==> src/rtl/bra_pkg.sv <==
// Shared types and constants for the bandwidth request aggregator.
// No dependencies; imported by every other file of the block.
package bra_pkg;

  localparam int MAX_USERS  = 32;
  localparam int ID_BITS    = 16;
  localparam int LEVEL_BITS = 24;

  // Only the low bits of each input field take part.
  localparam int KEY_W = (ID_BITS < 16) ? ID_BITS : 16;
  localparam int LVL_W = (LEVEL_BITS < 24) ? LEVEL_BITS : 24;
  localparam int CNT_W = $clog2(MAX_USERS + 1);
  localparam int SUM_W = LVL_W + CNT_W;

  localparam logic [28:0] TOTAL_MAX = 29'h1FFF_FFFF;
  localparam logic [5:0]  COUNT_MAX = 6'd63;
  localparam logic [7:0]  HZ_SCALE  = 8'd250;   // 1000 / 4

  localparam logic [2:0] ST_ADDED     = 3'd0;
  localparam logic [2:0] ST_UPDATED   = 3'd1;
  localparam logic [2:0] ST_REMOVED   = 3'd2;
  localparam logic [2:0] ST_NOT_FOUND = 3'd3;
  localparam logic [2:0] ST_FULL      = 3'd4;

  localparam logic MODE_ADD    = 1'b0;
  localparam logic MODE_REMOVE = 1'b1;

  typedef struct packed {
    logic        mode;
    logic [15:0] device_id;
    logic [23:0] level;
  } bra_req_t;

  typedef struct packed {
    logic [28:0] total_kib;
    logic [36:0] total_hz;
    logic [2:0]  status;
    logic [5:0]  user_count;
  } bra_rsp_t;

  // Search token handed from cell to cell.
  typedef struct packed {
    logic             act;
    logic             hit;
    logic [LVL_W-1:0] hit_level;
    logic             free;
  } bra_tok_t;

  // Commit broadcast once the token has left the last cell.
  typedef struct packed {
    logic             en;
    logic             hit;
    logic             mode;
    logic [LVL_W-1:0] level;
  } bra_cmt_t;

endpackage

==> src/rtl/bra_cell.sv <==
// One table entry of the aggregator: key, level, valid, plus the search stage.
// Depends on bra_pkg.
module bra_cell import bra_pkg::*; (
  input  logic             clk,
  input  logic             rst,
  input  logic [KEY_W-1:0] skey,
  input  bra_tok_t         tok_in,
  output bra_tok_t         tok_out,
  input  bra_cmt_t         cmt
);

  logic [KEY_W-1:0] key;
  logic [LVL_W-1:0] level;
  logic             valid;
  logic             hit_here;
  logic             free_here;
  logic             match;

  assign match = valid && (key == skey);

  always_ff @(posedge clk) begin
    tok_out.hit       <= tok_in.hit | match;
    tok_out.hit_level <= match ? level : tok_in.hit_level;
    tok_out.free      <= tok_in.free | !valid;
    if (rst) begin
      valid      <= 1'b0;
      tok_out.act <= 1'b0;
    end else begin
      tok_out.act <= tok_in.act;
      if (cmt.en) begin
        if (cmt.hit && hit_here) begin
          if (cmt.mode == MODE_REMOVE) begin
            valid <= 1'b0;
          end
        end else if (!cmt.hit && free_here && cmt.mode == MODE_ADD) begin
          valid <= 1'b1;
        end
      end
    end
  end

  always_ff @(posedge clk) begin
    if (tok_in.act) begin
      hit_here  <= match;
      // first free entry only: no earlier cell was free
      free_here <= !valid && !tok_in.free;
    end
    if (cmt.en && cmt.mode == MODE_ADD) begin
      if (cmt.hit && hit_here) begin
        level <= cmt.level;
      end else if (!cmt.hit && free_here) begin
        key   <= skey;
        level <= cmt.level;
      end
    end
  end

endmodule

==> src/rtl/bandwidth_request_aggregator.sv <==
// A request word is taken only in the idle state, so one request word is handled at a time;
// the search token walks the row of entry cells one cell per cycle, then come the commit and
// multiply steps, and the response word is registered once the output register is free.
// Reset (rst, synchronous): all entries invalid, total and count zero, no response.
// Key and level storage is not reset.
module bandwidth_request_aggregator import bra_pkg::*; (
  input  logic     clk,
  input  logic     rst,
  input  logic     req_valid,
  output logic     req_ready,
  input  bra_req_t req,
  output logic     rsp_valid,
  input  logic     rsp_ready,
  output bra_rsp_t rsp
);

  typedef enum logic [1:0] {S_IDLE, S_SEARCH, S_MUL} state_t;

  state_t           state;
  logic             start;
  logic             mode;
  logic [KEY_W-1:0] skey;
  logic [LVL_W-1:0] lvl;
  logic [SUM_W-1:0] running_total;
  logic [SUM_W-1:0] total_next;
  logic [CNT_W-1:0] requester_count;
  logic [CNT_W-1:0] count_next;
  logic [2:0]       status_next;
  logic [28:0]      res_total;
  logic [2:0]       res_status;
  logic [5:0]       res_count;
  bra_tok_t         tok [0:MAX_USERS];
  bra_tok_t         tok_end;
  bra_cmt_t         cmt;
  logic             accept;

  assign req_ready = (state == S_IDLE);
  assign accept    = req_valid && req_ready;

  assign tok[0]  = '{act: start, hit: 1'b0, hit_level: '0, free: 1'b0};
  assign tok_end = tok[MAX_USERS];

  genvar i;
  generate
    for (i = 0; i < MAX_USERS; i++) begin : g_cell
      bra_cell u_cell (
        .clk    (clk),
        .rst    (rst),
        .skey   (skey),
        .tok_in (tok[i]),
        .tok_out(tok[i+1]),
        .cmt    (cmt)
      );
    end
  endgenerate

  always_comb begin
    cmt.en    = (state == S_SEARCH) && tok_end.act;
    cmt.hit   = tok_end.hit;
    cmt.mode  = mode;
    cmt.level = lvl;

    total_next  = running_total;
    count_next  = requester_count;
    status_next = ST_NOT_FOUND;
    if (mode == MODE_REMOVE) begin
      if (tok_end.hit) begin
        total_next  = running_total - SUM_W'(tok_end.hit_level);
        count_next  = requester_count - CNT_W'(1);
        status_next = ST_REMOVED;
      end
    end else if (tok_end.hit) begin
      total_next  = running_total - SUM_W'(tok_end.hit_level) + SUM_W'(lvl);
      status_next = ST_UPDATED;
    end else if (tok_end.free) begin
      total_next  = running_total + SUM_W'(lvl);
      count_next  = requester_count + CNT_W'(1);
      status_next = ST_ADDED;
    end else begin
      status_next = ST_FULL;
    end
  end

  always_ff @(posedge clk) begin
    if (rst) begin
      state           <= S_IDLE;
      start           <= 1'b0;
      running_total   <= '0;
      requester_count <= '0;
      rsp_valid       <= 1'b0;
    end else begin
      start <= accept;
      if (state == S_MUL && (!rsp_valid || rsp_ready)) begin
        rsp_valid <= 1'b1;
      end else if (rsp_ready) begin
        rsp_valid <= 1'b0;
      end
      unique case (state)
        S_IDLE: begin
          if (accept) begin
            state <= S_SEARCH;
          end
        end
        S_SEARCH: begin
          if (tok_end.act) begin
            running_total   <= total_next;
            requester_count <= count_next;
            state           <= S_MUL;
          end
        end
        S_MUL: begin
          if (!rsp_valid || rsp_ready) begin
            state <= S_IDLE;
          end
        end
        default: state <= S_IDLE;
      endcase
    end
  end

  // payload registers
  always_ff @(posedge clk) begin
    if (accept) begin
      mode <= req.mode;
      skey <= KEY_W'(req.device_id);
      lvl  <= LVL_W'(req.level);
    end
    if (state == S_SEARCH && tok_end.act) begin
      res_status <= status_next;
      if (status_next == ST_NOT_FOUND || status_next == ST_FULL) begin
        res_total <= '0;
      end else if (64'(total_next) > 64'(TOTAL_MAX)) begin
        res_total <= TOTAL_MAX;
      end else begin
        res_total <= 29'(total_next);
      end
      res_count <= (64'(count_next) > 64'(COUNT_MAX)) ? COUNT_MAX : 6'(count_next);
    end
    if (state == S_MUL && (!rsp_valid || rsp_ready)) begin
      rsp.total_kib  <= res_total;
      rsp.total_hz   <= 37'(res_total) * 37'(HZ_SCALE);
      rsp.status     <= res_status;
      rsp.user_count <= res_count;
    end
  end

endmodule

==> config.mk <==
export PLATFORM = sky130hd
export DESIGN_NAME = bandwidth_request_aggregator
export DESIGN_NICKNAME = d
export VERILOG_FILES = /design/src/rtl/bra_pkg.sv /design/src/rtl/bra_cell.sv /design/src/rtl/bandwidth_request_aggregator.sv
export SDC_FILE = /design/constraint.sdc
export NUM_CORES = 2
export LEC_CHECK = 0
export BUFFER_PORTS_ARGS = -buffer_cell sky130_fd_sc_hd__buf_2
export CORE_UTILIZATION = 57
export CTS_CLUSTER_DIAMETER = 30
export DETAILED_ROUTE_END_ITERATION = 7
export PLACE_DENSITY = 0.73
export SLEW_MARGIN = 25
export SYNTH_ARGS = -nofsm -noshare
export SYNTH_HDL_FRONTEND = slang
export SYNTH_SLANG_ARGS = --single-unit
==> constraint.sdc <==
create_clock -name clk -period 17.1 [get_ports clk]
set_clock_uncertainty 0.15 [all_clocks]
set_input_delay 3.42 -clock clk [delete_from_list [all_inputs] [get_ports clk]]
set_output_delay 3.42 -clock clk [all_outputs]
set_load 0.005 [all_outputs]
* Word-level counts from Yosys, hierarchy flattened *
Cells that the tools add are included.

operators by class
  divide/modulo/power cells = 0
  reduce and logical (&&, ||, !) cells = 394
  bitwise gates (word level) = 95
  eq/ne operators = 71
  magnitude comparators = 1
  $mul = 1
  add/sub/neg operators = 5
  shift operators = 0
  multiplexer cells = 179

operators with widths
  cell                                                             count
  two-way mux 24 bit                                               95
  equality test 16 bit                                             32
  AND reduction 3 bit                                              65
  logical AND 1 bit                                                163
  nonzero test 2 bit                                               65
  two-way mux 30 bit                                               4
  two-way mux 1 bit                                                68
  AND reduction 2 bit                                              33
  zero test 1 bit                                                  65
  inequality test 2 bit, second input constant                     32
  OR 1 bit                                                         62
  adder 30 x 24 -> 30 bit                                          2
  multiplier 29 x 7 -> 36 bit, second input constant               1
  inverter 1 bit                                                   33
  greater-than comparator 30 x 29 -> 1 bit, second input constant  1
  subtractor 30 x 24 -> 30 bit                                     1
  two-way mux 29 bit                                               1
  two-way mux 6 bit                                                4
  two-way mux 3 bit                                                3
  adder 6 x 1 -> 6 bit, second input constant                      1
  two-way mux 2 bit                                                3
  inequality test 2 x 1 -> 1 bit, second input constant            3
  case mux 2 bit (3 select lines)                                  1
  subtractor 6 x 1 -> 6 bit, second input constant                 1
  6 further kinds                                                  7

storage, ports and cells
  bits in read-only memories = 0
  latch bits = 0
  memory bits (writable) = 0
  output and inout bits = 77
  memories kept = 0
  input bits = 45
  word-level logic and storage cells = 1,049
  flip-flop bits (word level) = 2,433

* Longest topological paths before layout *
  word-level depth = 6
  depth in mapped cells = 23
  gate-level depth less buffers = 21

* Modules after synthesis *
From an unflattened synthesis, not the netlist that was laid out.

second synthesis, totals
  cells, all modules = 5,833
  area, all modules = 95,376.5 um^2

by module, submodules not included
  module                        times used  area an instance (um^2)  seq. area each (um^2)  cells an instance
  bra_cell                      32          2,476.1                  1,821.7                133
  bandwidth_request_aggregator  1           16,140.5                 5,335.1                1,577

* Least setup slack after synthesis *
No wires, ideal clock.

  kind = input-to-reg
  start = input rsp_ready
  end = register rsp[0] in the netlist's numbering, enable pin
  slack = 9.688 ns
  data required time = 16.439 ns
  cell stages on the path = 2
  buffers on the path = 0
  library setup time = 0.511 ns
  arrival = 6.751 ns
  cell sequence = nand2b_1 nor2b_1

on the way
  longest elaborated chain between the ends = 2

RTL lines
  what                line                                 RTL
  start: declaration  bandwidth_request_aggregator.sv:13   input logic rsp_ready,
  logical OR 1 bit    bandwidth_request_aggregator.sv:139  if (state == S_MUL && (!rsp_valid || rsp_ready)) begin
  logical AND 1 bit   bandwidth_request_aggregator.sv:139
  end: declaration    bandwidth_request_aggregator.sv:14   output bra_rsp_t rsp

Every way passes these cells.
A chain may end at the register's enable or synchronous reset.

* Final worst setup path *
  start = register res_total[4]
  end = register rsp[43] in the netlist's numbering (data pin)

on the way
  longest elaborated chain between the ends = 1

RTL lines
  what                         line                                 RTL
  start: declaration           bandwidth_request_aggregator.sv:29   logic [28:0] res_total;
  start signal: assignment     bandwidth_request_aggregator.sv:135  res_total <= 29'(total_next);
  multiplier 29 x 7 -> 36 bit  bandwidth_request_aggregator.sv:141  rsp.total_hz <= 37'(res_total) * 37'(HZ_SCALE);

Every way passes these cells.

==> run summary <==
The number of CTS-inserted buffers is 422. By area the synthesized netlist is led by sky130_fd_sc_hd__edfxtp_1, sky130_fd_sc_hd__dfxtp_1, sky130_fd_sc_hd__nand2_1. The number of hold-slack violations in the final timing report came to 0.

Hold repair after CTS inserted 0 buffers. The count of final max-slew check failures is 0. The startpoint identified for the worst hold timing path is g_cell[7].u_cell.tok_out[18]. In the global route stage, overall resource usage came out at 0.2745. Yosys mapped a number of flops with a built-in enable equal to 1495. The worst ir drop on vdd is 0.1186 mV. The async set or reset register ratio after synthesis came out at 0. Global routing finished with a remaining overflow of 0. Once detail routing completed, the nets flagged for antenna violations numbered 0. After clock tree synthesis, the clock-pin slew on the worst setup and hold paths is 0.05 ns. The number of gates on the worst path with buffers counted is 17. The DRC marker count from the first detailed-route iteration came out at 4863.

Input and output buffers added on the ports amount to 120. The number of cells on the worst hold path came out at 2. STA classifies the critical path startpoint as a flip-flop. The startpoint identified for the worst register-to-register timing path is res_total[4]. The starting density of the core is 0.5760.

The cell area after synthesis came out at 91540 um2. Overall power consumption after layout is estimated at 14.86 mW. The number of global-route vias before repair is 57270. The number of different library cells in the post-synthesis netlist came out at 80. The flow ran to the end, and the final reports show no timing, DRC or antenna violations.

The number of vias in the routed layout came out at 56610. The number of nets produced by synthesis came out at 7712. The critical-path maximum fanout is 7. The post-synthesis area per instance came out at 12.37 um2. The count of maximum capacitance violations came out at 0. Wires add up to 222900 um. The cell with the most instances on the worst path is sky130_fd_sc_hd__fa_1. In the final layout, the share of cells above drive strength 1 is 0.1302. The share of Yosys cell area claimed by the top area cell type is 0.4904.

STA puts the critical path data required time at 17.61 ns. STA classifies the critical path endpoint as a flip-flop. Counting the fill cells in the layout gives 10490. Entering global routing, the biggest net connects 63 pins. The arrival time at the worst endpoint is 6.62 ns. The total setup violations reported at the end of the flow came out at 0. The area of the placeable core came out at 158900 um2.

The number of warnings issued by yosys came out at 0. The worst-case hold path end point is g_cell[8].u_cell.tok_out[18]. The power per unit of standard cell area came out at 136.2 nW/um2. The mean number of vias per cell is 5.554.

The analysis attributes to cell leakage a power of 43.39 nW. The final RePlAce weighted congestion is 0.8866. Dividing the detail-routed wire length by the instance count gives 21.87 um.

After routing, the total negative slack on setup checks comes to 0 ns. After detailed placement, the total cell area comes to 94720 um2. The number of top-level pins is 122.

Among all stages on the critical path, the largest delay is contributed by sky130_fd_sc_hd__fa_1. For this run, design rule violations remaining after detail routing come to 0. The CTS sink count came out at 2431. The type of the most critical hold path is flip-flop to flip-flop. The instance count of the mapped netlist came out at 7401. The flip-flop and latch count after synthesis came out at 2431. The number of placed instances, taps included is 9418. The H-tree level count is 5. TritonCTS built the clock tree. Setup repair after global routing left no endpoint under its margin.

The highest achievable clock rate is 163.8 MHz. The source-to-sink clock delay at the later pin of the worst-skew pair is 0.97 ns. The depth of the worst register-to-register path came out at 17. The floorplan die height came out at 402.7 um.

Walking the worst path, the cells encountered are fa_1 > inv_1 > fa_1 > inv_1 > fa_1 > fa_1 > ha_1 > and2_1 > a31o_2 > a41oi_1 > o211ai_1 > a221oi_1 > o21ai_0 > o41ai_2 > o21ai_0 > o221ai_1 > a21oi_1. The cell at the root of the clock tree is sky130_fd_sc_hd__clkbuf_16. The synthesized design spends more area on one cell type than any other, namely sky130_fd_sc_hd__edfxtp_1.

The area of all placed cells without fillers came out at 109200 um2. The dominant synthesized flop cell is sky130_fd_sc_hd__edfxtp_1. The number of standard-cell rows in the floorplan is 146. The wire length of the first global-routing pass is 337200 um. The first detailed-routing pass ran for 8 iterations. The maximum buffer depth of the clock tree came out at 4. The transition time at the pin with the least slew margin is 1.075 ns. Across all register-to-register paths, the minimum setup slack is 10.99 ns.

The launching element of the worst setup path is res_total[4]. The worst-case headroom to the max-slew limit came out at 0.2831. The clock period minus worst slack is 6.106 ns.

The count of cells in the finished layout, fillers not included, comes to 10190. The class of the most critical setup path is flip-flop to flip-flop. The largest single stage delay on the critical path is 0.59 ns. The detailed placer's ending HPWL came out at 130200 um. The final worst-path cycle share is 0.3571.

The die is 402.7 um wide. The number of buffers added for setup after CTS is 0. The final layout net count is 8082. The initial antenna violation count is 12. The worst register-to-register path ends at rsp[43].

In this design, the largest share of critical-path delay is due to compound AO/OA/AOI/OAI gates. The sequential area share after synthesis is 0.6951. The buffering stage count on the worst path with inverters included is 2. The synthesis-to-layout area growth is 19.27%. The number of gates resized after cts came out at 0. The die outline area came out at 162200 um2.
state kept, by name, indices dropped and copies added, names as in the netlist:
signal                   count
running_total               30
mode                         1
g_cell.u_cell.valid         32
skey                        16
start                        1
rsp_valid                    1
requester_count              6
g_cell.u_cell.tok_out      864
g_cell.u_cell.key          512
res_status                   3
res_total                   29
res_count                    6
g_cell.u_cell.hit_here      32
g_cell.u_cell.level        768
state                        2
rsp                         72
g_cell.u_cell.free_here     32
lvl                         24
cells in the mapped netlist, types with 22 or more instances:
master,count
sky130_fd_sc_hd__nand4_1,39
sky130_fd_sc_hd__a211oi_1,62
sky130_fd_sc_hd__a21o_1,69
sky130_fd_sc_hd__edfxtp_1,1495
sky130_fd_sc_hd__nor4_1,98
sky130_fd_sc_hd__o21ai_0,85
sky130_fd_sc_hd__nand2b_1,77
sky130_fd_sc_hd__a21oi_1,105
sky130_fd_sc_hd__nor2b_1,45
sky130_fd_sc_hd__nand3_1,57
sky130_fd_sc_hd__fa_1,109
sky130_fd_sc_hd__nor3_1,26
sky130_fd_sc_hd__a31oi_1,22
sky130_fd_sc_hd__xor2_1,294
sky130_fd_sc_hd__mux2i_1,23
sky130_fd_sc_hd__dfxtp_1,936
sky130_fd_sc_hd__xnor2_1,316
sky130_fd_sc_hd__or4_1,38
sky130_fd_sc_hd__clkbuf_1,236
sky130_fd_sc_hd__and3_1,39
sky130_fd_sc_hd__nand2_1,2405
sky130_fd_sc_hd__nor2_1,183
sky130_fd_sc_hd__inv_1,203
sky130_fd_sc_hd__ha_1,157
sky130_fd_sc_hd__buf_1,41
sky130_fd_sc_hd__and2_1,33
power breakdown:
| group | leakage, nW | internal, mW | switching, mW | total, mW |
|---|---|---|---|---|
| Clock | 7.01 | 5.48 | 2.88 | 8.36 |
| Sequential | 21.1 | 6.23 | 0.0112 | 6.24 |
| Combinational | 15.3 | 0.0679 | 0.200 | 0.268 |
| Total | 43.4 | 11.8 | 3.09 | 14.9 |
metal layers:
| metal | global-route usage | up-vias | share of wire | wire (um) |
|---|---|---|---|---|
| met1 | 0.3573 | 27920 | 0.40 | 89340 |
| li1 | - | 25880 | - | - |
| met3 | 0.04429 | 512 | 0.074 | 16490 |
| met5 | 0 | - | 0.000058 | 13 |
| met2 | 0.4562 | 2294 | 0.48 | 108000 |
| met4 | 0.1212 | 2 | 0.041 | 9058 |
cells in the final DEF, fill, tap and decap left out, types with 46 or more instances in the layout:
cell,Yosys,routed
sky130_fd_sc_hd__nor2_1,183,180
sky130_fd_sc_hd__a21o_1,69,46
sky130_fd_sc_hd__clkinv_2,0,66
sky130_fd_sc_hd__buf_4,4,116
sky130_fd_sc_hd__nand3_1,57,57
sky130_fd_sc_hd__o21ai_0,85,85
sky130_fd_sc_hd__nand2_1,2405,2405
sky130_fd_sc_hd__a211oi_1,62,62
sky130_fd_sc_hd__edfxtp_1,1495,1495
sky130_fd_sc_hd__buf_2,8,119
sky130_fd_sc_hd__nor4_1,98,67
sky130_fd_sc_hd__clkbuf_1,236,52
sky130_fd_sc_hd__xor2_1,294,294
sky130_fd_sc_hd__a21oi_1,105,105
sky130_fd_sc_hd__clkbuf_16,0,436
sky130_fd_sc_hd__inv_1,203,202
sky130_fd_sc_hd__dfxtp_1,936,935
sky130_fd_sc_hd__xnor2_1,316,316
sky130_fd_sc_hd__ha_1,157,157
sky130_fd_sc_hd__nand2b_1,77,77
sky130_fd_sc_hd__fa_1,109,109
through the flow:
| stage | setup WS (ns) | hold slack [ns] | util |
|---|---|---|---|
| after CTS | 10.53 | 0.2156 | 0.6866 |
| after floorplan | 9.688 | 0.2361 | - |
| after detailed placement | 10.56 | 0.2443 | 0.5960 |
| after global placement | 10.68 | 0.2431 | 0.5959 |
| final | 10.99 | 0.2161 | 0.6869 |
| after global routing | 10.68 | 0.2283 | 0.6869 |
layout make-up:
type / count / area (um2) / share of cell area
diodes: 1 / 2.502 / 0.00002292
clock buffers: 521 / 11560 / 0.1059
clock inverters: 251 / 2844 / 0.02605
inverters: 203 / 767.0 / 0.007025
multi-input cells: 4477 / 26300 / 0.2409
flip-flops and latches: 2431 / 63630 / 0.5828
well taps: 2072 / 2592 / 0.02375
repair buffers: 236 / 1481 / 0.01357
worst max-delay path by stage:
stage                         end
final                     rsp[43]
after global routing      rsp[43]
after CTS                 rsp[43]
after detailed placement  rsp[43]
after global placement    rsp[43]
after floorplan            rsp[0]
tightest hold or removal path: cells and delay by family (launching register included):
kind,cells,cell delay (ns)
AND/OR/NAND/NOR,2,0.10
flip-flops,1,0.31
cell families (layout without fill, tap and decap cells):
| logic type | Yosys count | after routing | share of synthesized area |
|---|---|---|---|
| flops | 2431 | 2431 | 0.6951 |
| buf+inv | 493 | 1211 | 0.02067 |
| xor+xnor | 610 | 610 | 0.05837 |
| compound gates | 473 | 473 | 0.03472 |
| simple gates | 3086 | 3086 | 0.1399 |
| other cells | 1 | 2 | 0.00004097 |
| fa+ha+maj | 266 | 266 | 0.04530 |
| mux | 41 | 41 | 0.005837 |
Note: power is estimated with default switching activity, not from simulation.
